[src/hdl/tgi_pkg.sv]
package tgi_pkg;

  // Fixed field widths
  localparam int unsigned COORD_W   = 12;
  localparam int unsigned SIZE_W    = 5;
  localparam int unsigned CFG_IDX_W = 2;
  localparam int unsigned OUT_W     = 32;
  localparam int unsigned CORNER_W  = 3;

  localparam logic [SIZE_W-1:0] SIZE_RST = 5'd16;

  // Configuration register indexes
  localparam logic [CFG_IDX_W-1:0] CFG_SIZE_X = 2'd0;
  localparam logic [CFG_IDX_W-1:0] CFG_SIZE_Y = 2'd1;
  localparam logic [CFG_IDX_W-1:0] CFG_SIZE_Z = 2'd2;

  // Item opcodes
  localparam logic OP_WRITE = 1'b0;
  localparam logic OP_QUERY = 1'b1;

  typedef enum logic [2:0] {
    ST_IDLE,
    ST_ADDR,
    ST_WRITE,
    ST_CORNER,
    ST_DRAIN,
    ST_RESULT
  } tgi_state_e;

  typedef struct packed {
    logic                load;    // capture item, saturate coordinates
    logic                addr;    // compute base cell address
    logic                write;   // store sample at base address
    logic                issue;   // read one corner into the MAC pipe
    logic [CORNER_W-1:0] corner;  // {x, y, z} upper-neighbor select
    logic                result;  // round, saturate, load output register
  } tgi_cmd_t;

  typedef struct packed {
    logic is_query;
  } tgi_status_t;

endpackage

[src/hdl/tgi_ctrl.sv]
module tgi_ctrl (
  input  logic                clk_i,
  input  logic                rst_ni,
  input  logic                in_valid_i,
  output logic                in_ready_o,
  output logic                out_valid_o,
  input  logic                out_ready_i,
  input  tgi_pkg::tgi_status_t status_i,
  output tgi_pkg::tgi_cmd_t    cmd_o
);
  import tgi_pkg::*;

  localparam int unsigned NUM_CORNERS  = 8;
  // MAC pipe depth behind the store read: weight, product, accumulate
  localparam int unsigned DRAIN_CYCLES = 3;

  localparam logic [CORNER_W-1:0] CORNER_LAST = CORNER_W'(NUM_CORNERS - 1);
  localparam logic [CORNER_W-1:0] DRAIN_LAST  = CORNER_W'(DRAIN_CYCLES - 1);

  tgi_state_e          state_q, state_d;
  logic [CORNER_W-1:0] cnt_q, cnt_d;
  logic                out_valid_q, out_valid_d;

  always_ff @(posedge clk_i or negedge rst_ni) begin
    if (!rst_ni) begin
      state_q     <= ST_IDLE;
      cnt_q       <= '0;
      out_valid_q <= 1'b0;
    end else begin
      state_q     <= state_d;
      cnt_q       <= cnt_d;
      out_valid_q <= out_valid_d;
    end
  end

  always_comb begin
    state_d     = state_q;
    cnt_d       = cnt_q;
    cmd_o       = '0;
    in_ready_o  = 1'b0;
    out_valid_d = out_valid_q && !out_ready_i;
    case (state_q)
      ST_IDLE: begin
        in_ready_o = 1'b1;
        if (in_valid_i) begin
          cmd_o.load = 1'b1;
          state_d    = ST_ADDR;
        end
      end
      ST_ADDR: begin
        cmd_o.addr = 1'b1;
        cnt_d      = '0;
        state_d    = status_i.is_query ? ST_CORNER : ST_WRITE;
      end
      ST_WRITE: begin
        cmd_o.write = 1'b1;
        state_d     = ST_IDLE;
      end
      ST_CORNER: begin
        cmd_o.issue  = 1'b1;
        cmd_o.corner = cnt_q;
        cnt_d        = cnt_q + 1'b1;
        if (cnt_q == CORNER_LAST) begin
          cnt_d   = '0;
          state_d = ST_DRAIN;
        end
      end
      ST_DRAIN: begin
        cnt_d = cnt_q + 1'b1;
        if (cnt_q == DRAIN_LAST) begin
          state_d = ST_RESULT;
        end
      end
      ST_RESULT: begin
        if (!out_valid_q || out_ready_i) begin
          cmd_o.result = 1'b1;
          out_valid_d  = 1'b1;
          state_d      = ST_IDLE;
        end
      end
      default: begin
        state_d = ST_IDLE;
      end
    endcase
  end

  assign out_valid_o = out_valid_q;

endmodule

[config.mk]
export PLATFORM = sky130hd
export DESIGN_NAME = tgi_ctrl
export DESIGN_NICKNAME = d
export VERILOG_FILES = /design/src/hdl/tgi_pkg.sv /design/src/hdl/tgi_ctrl.sv
export SDC_FILE = /design/constraint.sdc
export NUM_CORES = 1
export LEC_CHECK = 0
export BUFFER_PORTS_ARGS = -buffer_cell sky130_fd_sc_hd__clkbuf_2
export CAP_MARGIN = 0
export CORE_AREA = 2 2 39 41
export CTS_BUF_LIST = sky130_fd_sc_hd__clkbuf_8 sky130_fd_sc_hd__clkbuf_16
export DETAILED_ROUTE_END_ITERATION = 8
export DIE_AREA = 0 0 41 43
export PLACE_DENSITY_LB_ADDON = 0.2
export SETUP_SLACK_MARGIN = 0.05
export SLEW_MARGIN = 20
export SYNTH_ARGS = -nofsm -noshare
export SYNTH_HDL_FRONTEND = slang
export SYNTH_SLANG_ARGS = --single-unit
export TNS_END_PERCENT = 30
[constraint.sdc]
create_clock -name clk_i -period 1.75 [get_ports clk_i]
set_input_delay 0.35 -clock clk_i [delete_from_list [all_inputs] [get_ports clk_i]]
set_output_delay 0.35 -clock clk_i [all_outputs]
set_load 0.02 [all_outputs]
## Yosys cells after proc, flatten, opt, wreduce, memory -nomap -nowiden

Index checks and enable logic that the tools add are counted.

- Add/subtract/negate cells: 1
- Multipliers: 0
- Div/mod/pow operators: 0
- $lt $le $gt $ge: 0
- Equality and inequality tests: 11
- Shift operators: 0
- Multiplexer cells: 18
- Bitwise logic cells: 0
- Reductions and logical operators: 7

Operators by type and width:

| cell | number |
|---|---|
| 3-bit 2-to-1 mux | 5 |
| 3-bit case mux with 5 select lines | 1 |
| 1-bit 2-to-1 mux | 10 |
| 3-bit by 2-bit == test with 1-bit output (second input constant) | 3 |
| 3-bit == test (second input constant) | 3 |
| 3-bit case mux with 3 select lines | 1 |
| 2-bit inequality test (second input constant) | 4 |
| 4-bit 2-to-1 mux | 1 |
| 4-bit AND reduction | 1 |
| 3-bit by 1-bit adder with 3-bit output (second input constant) | 1 |
| 3-bit by 1-bit == test with 1-bit output (second input constant) | 1 |
| 3-bit logical NOT | 1 |
| 3-bit nonzero test | 1 |
| 1-bit logical NOT | 2 |
| 1-bit logical AND | 1 |
| 1-bit logical OR | 1 |

- Flip-flop bits (word level): 7
- Latch bits: 0
- RAM bits: 0
- Memory bits (read-only): 0
- Bits of input ports: 5
- Output and inout port bits: 10
- Memories kept: 0

## Depth between registers and ports, before layout

Gate-level depths: netlist (run 1).

- Word-level depth: 4
- Mapped depth: 5

## Least setup slack after synthesis (run 1)

OpenSTA, ideal clock, no wires.

- Path type: register -> output
- From: register state_q[0]
- To: output cmd_o[7] (netlist name)
- Data arrival time: 1249 ps
- Data required time: 1400 ps
- Slack: 151 ps
- Cell stages (with the launch flop): 4
- Path buffers: 0
- Cells stage by stage: dfrtp_1 > or2_1 > nor2_1 > and2_1

RTL lines:

| what | RTL line | RTL |
|---|---|---|
| start: declaration | tgi_ctrl.sv:20 | `tgi_state_e state_q, state_d;` |
| start signal: assignment | tgi_ctrl.sv:30 | `state_q <= state_d;` |
| end: declaration | tgi_ctrl.sv:9 | `output tgi_pkg::tgi_cmd_t cmd_o` |

==> results by group, run 1 <==
Synthesis
  – Top-area cell type share of the netlist area: 33.7%
  – Syn avg cell area: 8.51 um2
  – YS warnings: 0
  – Area contributors post-synth: dfrtp_1 (34%), ha_1 (7.2%), nor2_1 (5.1%), nand2b_1 (4.8%), a21oi_1 (2.9%)
  – Yosys reg bits: 7
  – Syn Nets: 69
  – Seq/Total Area, Yosys: 33.7%
  – Syn Inst Count: 61
  – Netlist cell types: 31
  – Post-synthesis cell area: 519 um2
  – Leading area contributor after synthesis: dfrtp_1

Worst setup path
  – Worst Setup EP: cmd_o[7]
  – Setup crit end kind: output pin
  – Crit path from: state_q[0]
  – Reg2reg path depth: 5
  – Startpoint types: flop
  – R2R Path End: state_q[0]
  – Worst R2R Start: cnt_q[0]
  – Critical path arrival: 1.33 ns
  – R2r setup slk: 0.20 ns
  – Worst setup path category: flop to output pin
  – CP Max Fanout: 3
  – Worst EP required: 1.40 ns

STA
  – Setup TNS: 0 ns
  – Setup Skew: 0.000712 ns
  – RSZ-0062 raised after global routing: true
  – Hold slack: 0.447 ns
  – # setup viols final: 0
  – Worst setup margin: 0.0730 ns
  – Fin. Hold Viols: 0
  – Relative slew slack: 83.4%
  – Slew Limit Fails: 0
  – Worst-Margin Slew: 0.245 ns
  – Crit path time final: 1.68 ns
  – Final period util: 95.8%
  – Maximum clock frequency: 596 MHz

Global route
  – Overall Global Routing Usage: 17.3%
  – First-pass GRT wire length: 2.05 mm
  – Total gr overflow: 0
  – Largest net degree at the start of global routing: 12
  – Vias in the first global route: 486
  – Initial antenna violation count: 0

Place
  – Final GP Congestion: 0.790
  – Setup WS pre-CTS: 0.253 ns
  – # port buffers: 14
  – DP HPWL: 860 um

Die
  – # rows: 14
  – Core Area: 1380 um2
  – Starting density of the core: 37.5%
  – Die Y-Extent: 43 um
  – Die area: 1760 um2
  – Die width: 41 um
  – Io pins: 15

Pwr
  – Combinational fraction of design power: 55.0%
  – Clock Power Share: 18.9%
  – Sequential share of power: 26.1%
  – Peak VDD IR: 1.11 mV
  – Switching share of power: 44.8%
  – Leakage: 0.000343 uW
  – Pwr dens: 1700 nW/um2
  – Internal: 642 uW
  – P_sw: 522 uW

Finish
  – Commonest cells after routing, fill and taps aside: clkbuf_2 (13), nor2_1 (6), dfrtp_1 (4), buf_4 (4)
  – Nets@finish: 89
  – Area grow syn2layout: 31.6%
  – Antenna Cells: 0
  – Fin util: 49.4%
  – Most common cell after layout, fill and taps aside: clkbuf_2
  – Share of layout cells above drive strength 1: 37.5%

Clock network
  – CTS clk-pin slew, worst paths: 0.04 ns
  – CTS tree: done
  – CTS Sinks: 7
  – CTS Buf Count: 3
  – Root buffer cell: clkbuf_8
  – Clock Tree Buf Depth: 2
  – Clk_lat worst skew: 0.23 ns
  – # H-tree levels: 1

Route
  – Drt drc: 0
  – Total Wirelength: 1.30 mm
  – Initial drt markers: 8
  – Drt first pass iters: 5
  – DR vias: 516
  – Routed wire per std cell: 13.5 um
  – DR vias/cell: 5.38
  – Post-route ant nets: 0

Worst hold path
  – Worst Hold Class: input pin to flop

Run status
  – Status: finished clean

Flow run
  – Max cap viols: 0
-- synth_stat cells --
| cell | n |
|---|---|
| nor3_1 | 3 |
| ha_1 | 3 |
| buf_2 | 3 |
| inv_1 | 2 |
| or2_1 | 1 |
| o32ai_1 | 1 |
| a211o_1 | 1 |
| and3b_1 | 1 |
| nand3_1 | 2 |
| o21ai_1 | 2 |
| a311oi_1 | 1 |
| or2_2 | 1 |
| and2_1 | 2 |
| or3b_1 | 1 |
| a32o_1 | 1 |
| nand2b_1 | 4 |
| and2b_1 | 1 |
| buf_4 | 1 |
| mux2_2 | 1 |
| o22ai_1 | 2 |
| nor4b_1 | 1 |
| inv_2 | 2 |
| a221o_1 | 1 |
| a21oi_1 | 3 |
| nand2_1 | 1 |
| and3_1 | 1 |
| nor2_1 | 7 |
| nor2b_1 | 2 |
| o221ai_1 | 1 |
| o211ai_1 | 1 |
| dfrtp_1 | 7 |
-- through the flow --
step,cells,instance area (um2),power [uW]
floorplan,61,519,743
global placement,89,602,877
detailed placement,89,602,877
CTS,96,679,1150
global route,96,683,1240
finish,96,683,1160
-- flip-flops by register name, summed over array words and instances (netlist names) --
name         count
state_q          3
out_valid_o      1
cnt_q            3
-- power by group through the flow --
stage / registers [uW] / logic (uW) / clock network [uW]
2_1_floorplan: 257 / 486 / 0
4_1_cts: 298 / 632 / 225
3_3_place_gp: 310 / 567 / 0
3_5_place_dp: 309 / 567 / 0
6_report: 304 / 640 / 220
5_1_grt: 310 / 694 / 235
-- repair_timing --
action,CTS,global route
resized for setup,4,2
hold endpoints to repair,7,0
pin swaps,1,0
setup endpoints to repair,2,3
hold buffers,1,0
setup buffers,2,0
-- metal layers --
layer  GRT usage (%)  share of wire, %  wire length [um]  up-vias
li1                -                 -                 -      257
met1            21.9                42               544      242
met2            27.2                51               664       14
met3            4.71               5.4                70        3
met4            6.00               1.5                20        0
met5               0                 0                 0        -
-- worst max-delay path, cell delays in order (launching register included) --
cell	delay, ns
dfrtp_2	0.40
or2_1	0.27
nor2_2	0.13
and2_1	0.13
clkbuf_4	0.16
-- final cells by class --
class / instances / area (um2)
clock buffers: 3 / 41.3
clock inverters: 1 / 3.75
fillers: 132 / 701
inverters: 4 / 15.0
multi-input cells: 46 / 312
flip-flops and latches: 7 / 179
well taps: 16 / 20.0
repair buffers: 19 / 113
-- cells by family after synthesis --
logic type               count (synthesis)  share of synthesized area, %
AND/OR/NAND/NOR                         28                          30.4
AO/OA/AOI/OAI                           14                          19.3
buffers and inverters                    8                          7.23
flip-flops                               7                          33.7
adder cells (fa/ha/maj)                  3                          7.23
multiplexers                             1                          2.17
-- how the worst min path moves through the flow --
stage | startpoint | end | depth (start not counted)
CTS | out_ready_i | out_valid_o | 3
global placement | rst_ni | cnt_q[2] | 1
global route | out_ready_i | out_valid_o | 3
finish | out_ready_i | out_valid_o | 3
detailed placement | rst_ni | out_valid_o | 1
floorplan | rst_ni | cnt_q[0] | 0
No activity file was read; power rests on OpenSTA's default activity.
==> inputs of run 2 (changes only) <==
ABC_CLOCK_PERIOD_IN_PS = 1750   (was default)
BUFFER_PORTS_ARGS = -buffer_cell sky130_fd_sc_hd__buf_2   (was -buffer_cell sky130_fd_sc_hd__clkbuf_2)
==> run 2 against run 1 <==
  * Critical path depth did not move
  * Total power decreased by 0.11%
  * Die area unchanged
  * Sequential power grew 5%
  * Maximum frequency is 1.1% higher
  * Final area shrank 0.37%
  * Critical endpoint unchanged
==> results by group, run 2 (same netlist as run 1, synthesis figures left out) <==
Route
  – DR vias/cell: 5.41
  – Total Wirelength: 1.27 mm
  – Initial drt markers: 6
  – Drt first pass iters: 4
  – Post-route ant nets: 0
  – DR vias: 514
  – Routed wire per std cell: 13.3 um
  – Drt drc: 0

Worst setup path
  – Worst setup path category: flop to output pin
  – Critical path arrival: 1.31 ns
  – Startpoint types: flop
  – Worst EP required: 1.40 ns
  – Setup crit end kind: output pin
  – R2r setup slk: 0.25 ns
  – R2R Path End: state_q[0]
  – Worst R2R Start: cnt_q[0]
  – Crit path from: state_q[0]
  – CP Max Fanout: 6
  – Reg2reg path depth: 5
  – Worst Setup EP: cmd_o[7]

Global route
  – Overall Global Routing Usage: 17.8%
  – Largest net degree at the start of global routing: 12
  – Vias in the first global route: 459
  – Initial antenna violation count: 0
  – Total gr overflow: 0
  – First-pass GRT wire length: 2.06 mm

Pwr
  – Sequential share of power: 27.5%
  – Pwr dens: 1710 nW/um2
  – Final total power: 1160 uW
  – Switching share of power: 45.0%
  – Internal: 640 uW
  – P_sw: 523 uW
  – Combinational fraction of design power: 52.0%
  – Peak VDD IR: 0.797 mV
  – Leakage: 0.000346 uW
  – Clock Power Share: 20.4%

Finish
  – Non-Filler Instances: 95
  – Most common cell after layout, fill and taps aside: buf_2
  – Multi-input logic area: 319 um2
  – Nets@finish: 88
  – Fillers: 138
  – Register area: 179 um2
  – Share of layout cells above drive strength 1: 38.0%
  – Antenna Cells: 0
  – Commonest cells after routing, fill and taps aside: buf_2 (14), nor2_1 (6), dfrtp_1 (4)
  – Area grow syn2layout: 31.1%

STA
  – Setup Skew: 0.00254 ns
  – Worst setup margin: 0.0916 ns
  – Worst-Margin Slew: 0.271 ns
  – Crit path time final: 1.66 ns
  – Maximum clock frequency: 603 MHz
  – Slew Limit Fails: 0
  – Final period util: 94.8%
  – Fin. Hold Viols: 0
  – Relative slew slack: 81.7%
  – RSZ-0062 raised after global routing: true
  – Setup TNS: 0 ns
  – # setup viols final: 0

Run status
  – Status: finished clean

Clock network
  – CTS Buf Count: 3
  – CTS Sinks: 7
  – Root buffer cell: clkbuf_8
  – # H-tree levels: 1
  – Clock Tree Buf Depth: 2
  – CTS tree: done
  – CTS clk-pin slew, worst paths: 0.04 ns
  – Clk_lat worst skew: 0.24 ns

Die
  – Io pins: 15
  – Core Area: 1380 um2
  – Die Y-Extent: 43 um
  – # rows: 14
  – Starting density of the core: 37.5%
  – Die width: 41 um
  – Die area: 1760 um2

Place
  – DP HPWL: 856 um
  – Placed Cells: 89
  – Setup WS pre-CTS: 0.248 ns
  – Final GP Congestion: 0.729
  – # port buffers: 14

Worst hold path
  – Worst Hold Class: input pin to flop

Flow run
  – Max cap viols: 0
-- run 2: changes by cell type in the layout (fill, tap and decap cells not counted) --
cell      change
clkbuf_2     -13
or2_4         +1
buf_2        +14
buf_4         -1
nand2b_2      -1
or2_1         -1
nand2b_4      +1
clkbuf_4      -1
-- run 2: metrics by stage --
step | util, % | hold slack (ns) | cell area [um2]
after detailed placement | 43.5 | 0.197 | 602
after global routing | 49.2 | 0.477 | 681
final | 49.2 | 0.457 | 681
after global placement | 43.5 | 0.197 | 602
after CTS | 47.8 | 0.452 | 662
after floorplan | - | 0.0544 | 519
-- run 2: how the worst min path moves through the flow --
stage	cells past startpoint	slack, ns	end	start
5_1_grt	3	0.48	out_valid_o	out_ready_i
3_3_place_gp	1	0.20	cnt_q[2]	rst_ni
4_1_cts	3	0.45	out_valid_o	out_ready_i
3_5_place_dp	1	0.20	out_valid_o	rst_ni
6_report	3	0.46	out_valid_o	out_ready_i
2_1_floorplan	0	0.05	cnt_q[0]	rst_ni
-- run 2: what timing repair did --
item | in CTS | in global routing
endpoints found under the setup margin | 3 | 2
resized for setup | 3 | 4
hold endpoints to repair | 7 | 0
setup buffers | 0 | 1
hold buffers | 1 | 0
-- run 2: layout make-up --
cell class | count | share of cell area, %
multi-input cells | 46 | 46.9
flip-flops and latches | 7 | 26.3
repair buffers | 18 | 15.1
clock buffers | 3 | 6.07
well taps | 16 | 2.94
inverters | 4 | 2.21
clock inverters | 1 | 0.551
-- run 2: power by group through the flow --
stage / clock network, uW / logic [uW] / registers, uW
final: 238 / 605 / 320
after detailed placement: 0 / 574 / 308
after floorplan: 0 / 486 / 257
after global routing: 257 / 661 / 330
after global placement: 0 / 572 / 308
after CTS: 245 / 585 / 311
-- run 2: worst max-delay path, stage by stage (launching register included) --
cell and delay, ns:
dfrtp_2 0.44, or2_4 0.27, nor2_2 0.08, and2_1 0.12, buf_2 0.15
-- run 2: routing by layer --
metal,wire [um],track usage (%),vias up
met2,602,25.3,10
met3,53,6.28,5
met4,39,10.0,0
met5,0,0,-
met1,570,22.4,246
li1,-,-,253
==> inputs of run 3 (changes only) <==
ABC_CLOCK_PERIOD_IN_PS = 1860   (was 1750)
clock period = 1.86 ns   (was 1.75 ns; I/O delays follow)
==> run 3 against run 2 <==
  * Register-to-register slack improved by 0.11 ns
  * Total power down 9.1%
  * Sequential share of layout area rose by 0.56 points
  * Cell count decreased by 1.1%
  * Clock skew about the same
  * Largest power group unchanged
==> results by group, run 3 (same netlist as run 1, synthesis figures left out) <==
Clock network
  – CTS tree: done
  – # H-tree levels: 1
  – Post-CTS Setup Bufs: 0
  – CTS Buf Count: 3
  – Clk_lat worst skew: 0.23 ns
  – CTS clk-pin slew, worst paths: 0.04 ns
  – CTS Sinks: 7
  – Root buffer cell: clkbuf_8
  – Clock Tree Buf Depth: 2

Worst setup path
  – Worst R2R Start: cnt_q[0]
  – Crit-path cells: or2_1, nor2_1, and2_1, buf_2
  – R2r setup slk: 0.36 ns
  – Worst setup path category: flop to output pin
  – Critical path arrival: 1.33 ns
  – Crit-path max cell delay: 0.46 ns
  – Top delay family on crit path: simple AND/OR/NAND/NOR gates
  – Crit path buf inv count: 1
  – Worst path slowest cell: dfrtp_2
  – CP Max Fanout: 12
  – Worst EP required: 1.49 ns
  – Reg2reg path depth: 5
  – Setup crit end kind: output pin
  – Startpoint types: flop
  – R2R Path End: state_q[0]

Global route
  – Largest net degree at the start of global routing: 13
  – Initial antenna violation count: 0
  – Overall Global Routing Usage: 16.5%
  – First-pass GRT wire length: 1.99 mm
  – Global routing's busiest layer: met2
  – Total gr overflow: 0
  – Vias in the first global route: 445
  – Global Route met1 Usage: 21.8%
  – Met3 Use GR: 4.71%
  – Met2 usage: 25.6%

Worst hold path
  – Worst Hold Class: input pin to flop
  – Hold_sp: out_ready_i
  – Min-Delay Endpoint: out_valid_o
  – Worst hold stages: 3

Finish
  – Nets@finish: 87
  – Non-Filler Instances: 94
  – Commonest cells after routing, fill and taps aside: buf_2 (14), nor2_1 (7), dfrtp_1 (5)
  – Antenna Cells: 0
  – Fin util: 47.8%
  – Most common cell after layout, fill and taps aside: buf_2
  – Area grow syn2layout: 27.5%
  – Fillers: 135
  – Share of layout cells above drive strength 1: 33.3%

Place
  – DP HPWL: 894 um
  – # port buffers: 14
  – Final GP Congestion: 0.758
  – Setup WS pre-CTS: 0.333 ns
  – Placed Cells: 89

STA
  – Worst setup margin: 0.155 ns
  – # setup viols final: 0
  – Slew Limit Fails: 0
  – Fin. Hold Viols: 0
  – Final period util: 91.7%
  – Setup TNS: 0 ns
  – RSZ-0062 raised after global routing: false
  – Worst-Margin Slew: 0.351 ns
  – Maximum clock frequency: 586 MHz
  – Setup Skew: 0.00281 ns
  – Relative slew slack: 76.6%
  – Crit path time final: 1.71 ns

Route
  – Total Wirelength: 1.21 mm
  – DR vias: 513
  – Routed wire per std cell: 12.9 um
  – Post-route ant nets: 0
  – Drt drc: 0
  – Drt first pass iters: 4
  – Initial drt markers: 15
  – DR vias/cell: 5.46

Pwr
  – Peak VDD IR: 0.791 mV
  – Leakage: 0.000339 uW
  – Final total power: 1060 uW
  – Pwr dens: 1600 nW/um2

Die
  – # rows: 14
  – Io pins: 15
  – Die width: 41 um
  – Starting density of the core: 37.5%
  – Core Area: 1380 um2
  – Die area: 1760 um2
  – Die Y-Extent: 43 um

Run status
  – Status: finished clean

Flow run
  – Max cap viols: 0
-- run 3: metal layers --
metal | wire length (um) | vias up | part of all wire, %
li1 | - | 252 | -
met1 | 540 | 246 | 45
met2 | 616 | 13 | 51
met3 | 47 | 2 | 3.9
met4 | 7 | 0 | 0.58
met5 | 0 | - | 0
-- run 3: worst register-to-register path, cell delays in order (launching register included) --
cell and delay [ns]:
dfrtp_1 0.41, inv_1 0.13, ha_1 0.17, or3b_1 0.34
a311oi_1 0.26, a211o_1 0.14
-- run 3: how the worst max path moves through the flow --
| stage | startpoint | end | slack [ns] | cells after the start |
|---|---|---|---|---|
| after CTS | state_q[2] | cmd_o[3] | 0.09 | 4 |
| after detailed placement | state_q[2] | cmd_o[3] | 0.33 | 4 |
| after global routing | state_q[2] | cmd_o[7] | 0.05 | 4 |
| final | state_q[2] | cmd_o[7] | 0.15 | 4 |
| after floorplan | state_q[0] | cmd_o[7] | 0.24 | 3 |
| after global placement | cnt_q[0] | state_q[0] | 0.36 | 5 |
-- run 3: cell type report --
class,count,area [um2],share of cell area [%]
sequential,7,178,26.8
clock buffer,3,41.3,6.24
clock inverter,1,3.75,0.567
timing repair buffer,17,95.1,14.4
inverter,4,15.0,2.27
multi-input combinational,46,309,46.7
tap,16,20.0,3.02
-- run 3: what timing repair did --
action                                  in CTS  in global routing
gates resized for setup                      0                  3
hold buffers                                 1                  0
hold endpoints to repair                     7                  0
endpoints found under the setup margin       0                  3
-- run 3: report_power, final --
group / switching (uW) / total (uW) / internal, uW
Sequential: 94.9 / 301 / 206
Combinational: 312 / 548 / 235
Clock: 66.5 / 209 / 143
Total: 474 / 1060 / 584
-- run 3: per-stage QoR --
stage          hold WS (ns)  instance area (um2)
4_1_cts               0.466                  657
5_1_grt               0.491                  662
6_report              0.468                  662
3_3_place_gp          0.221                  602
2_1_floorplan        0.0764                  519
3_5_place_dp          0.222                  602
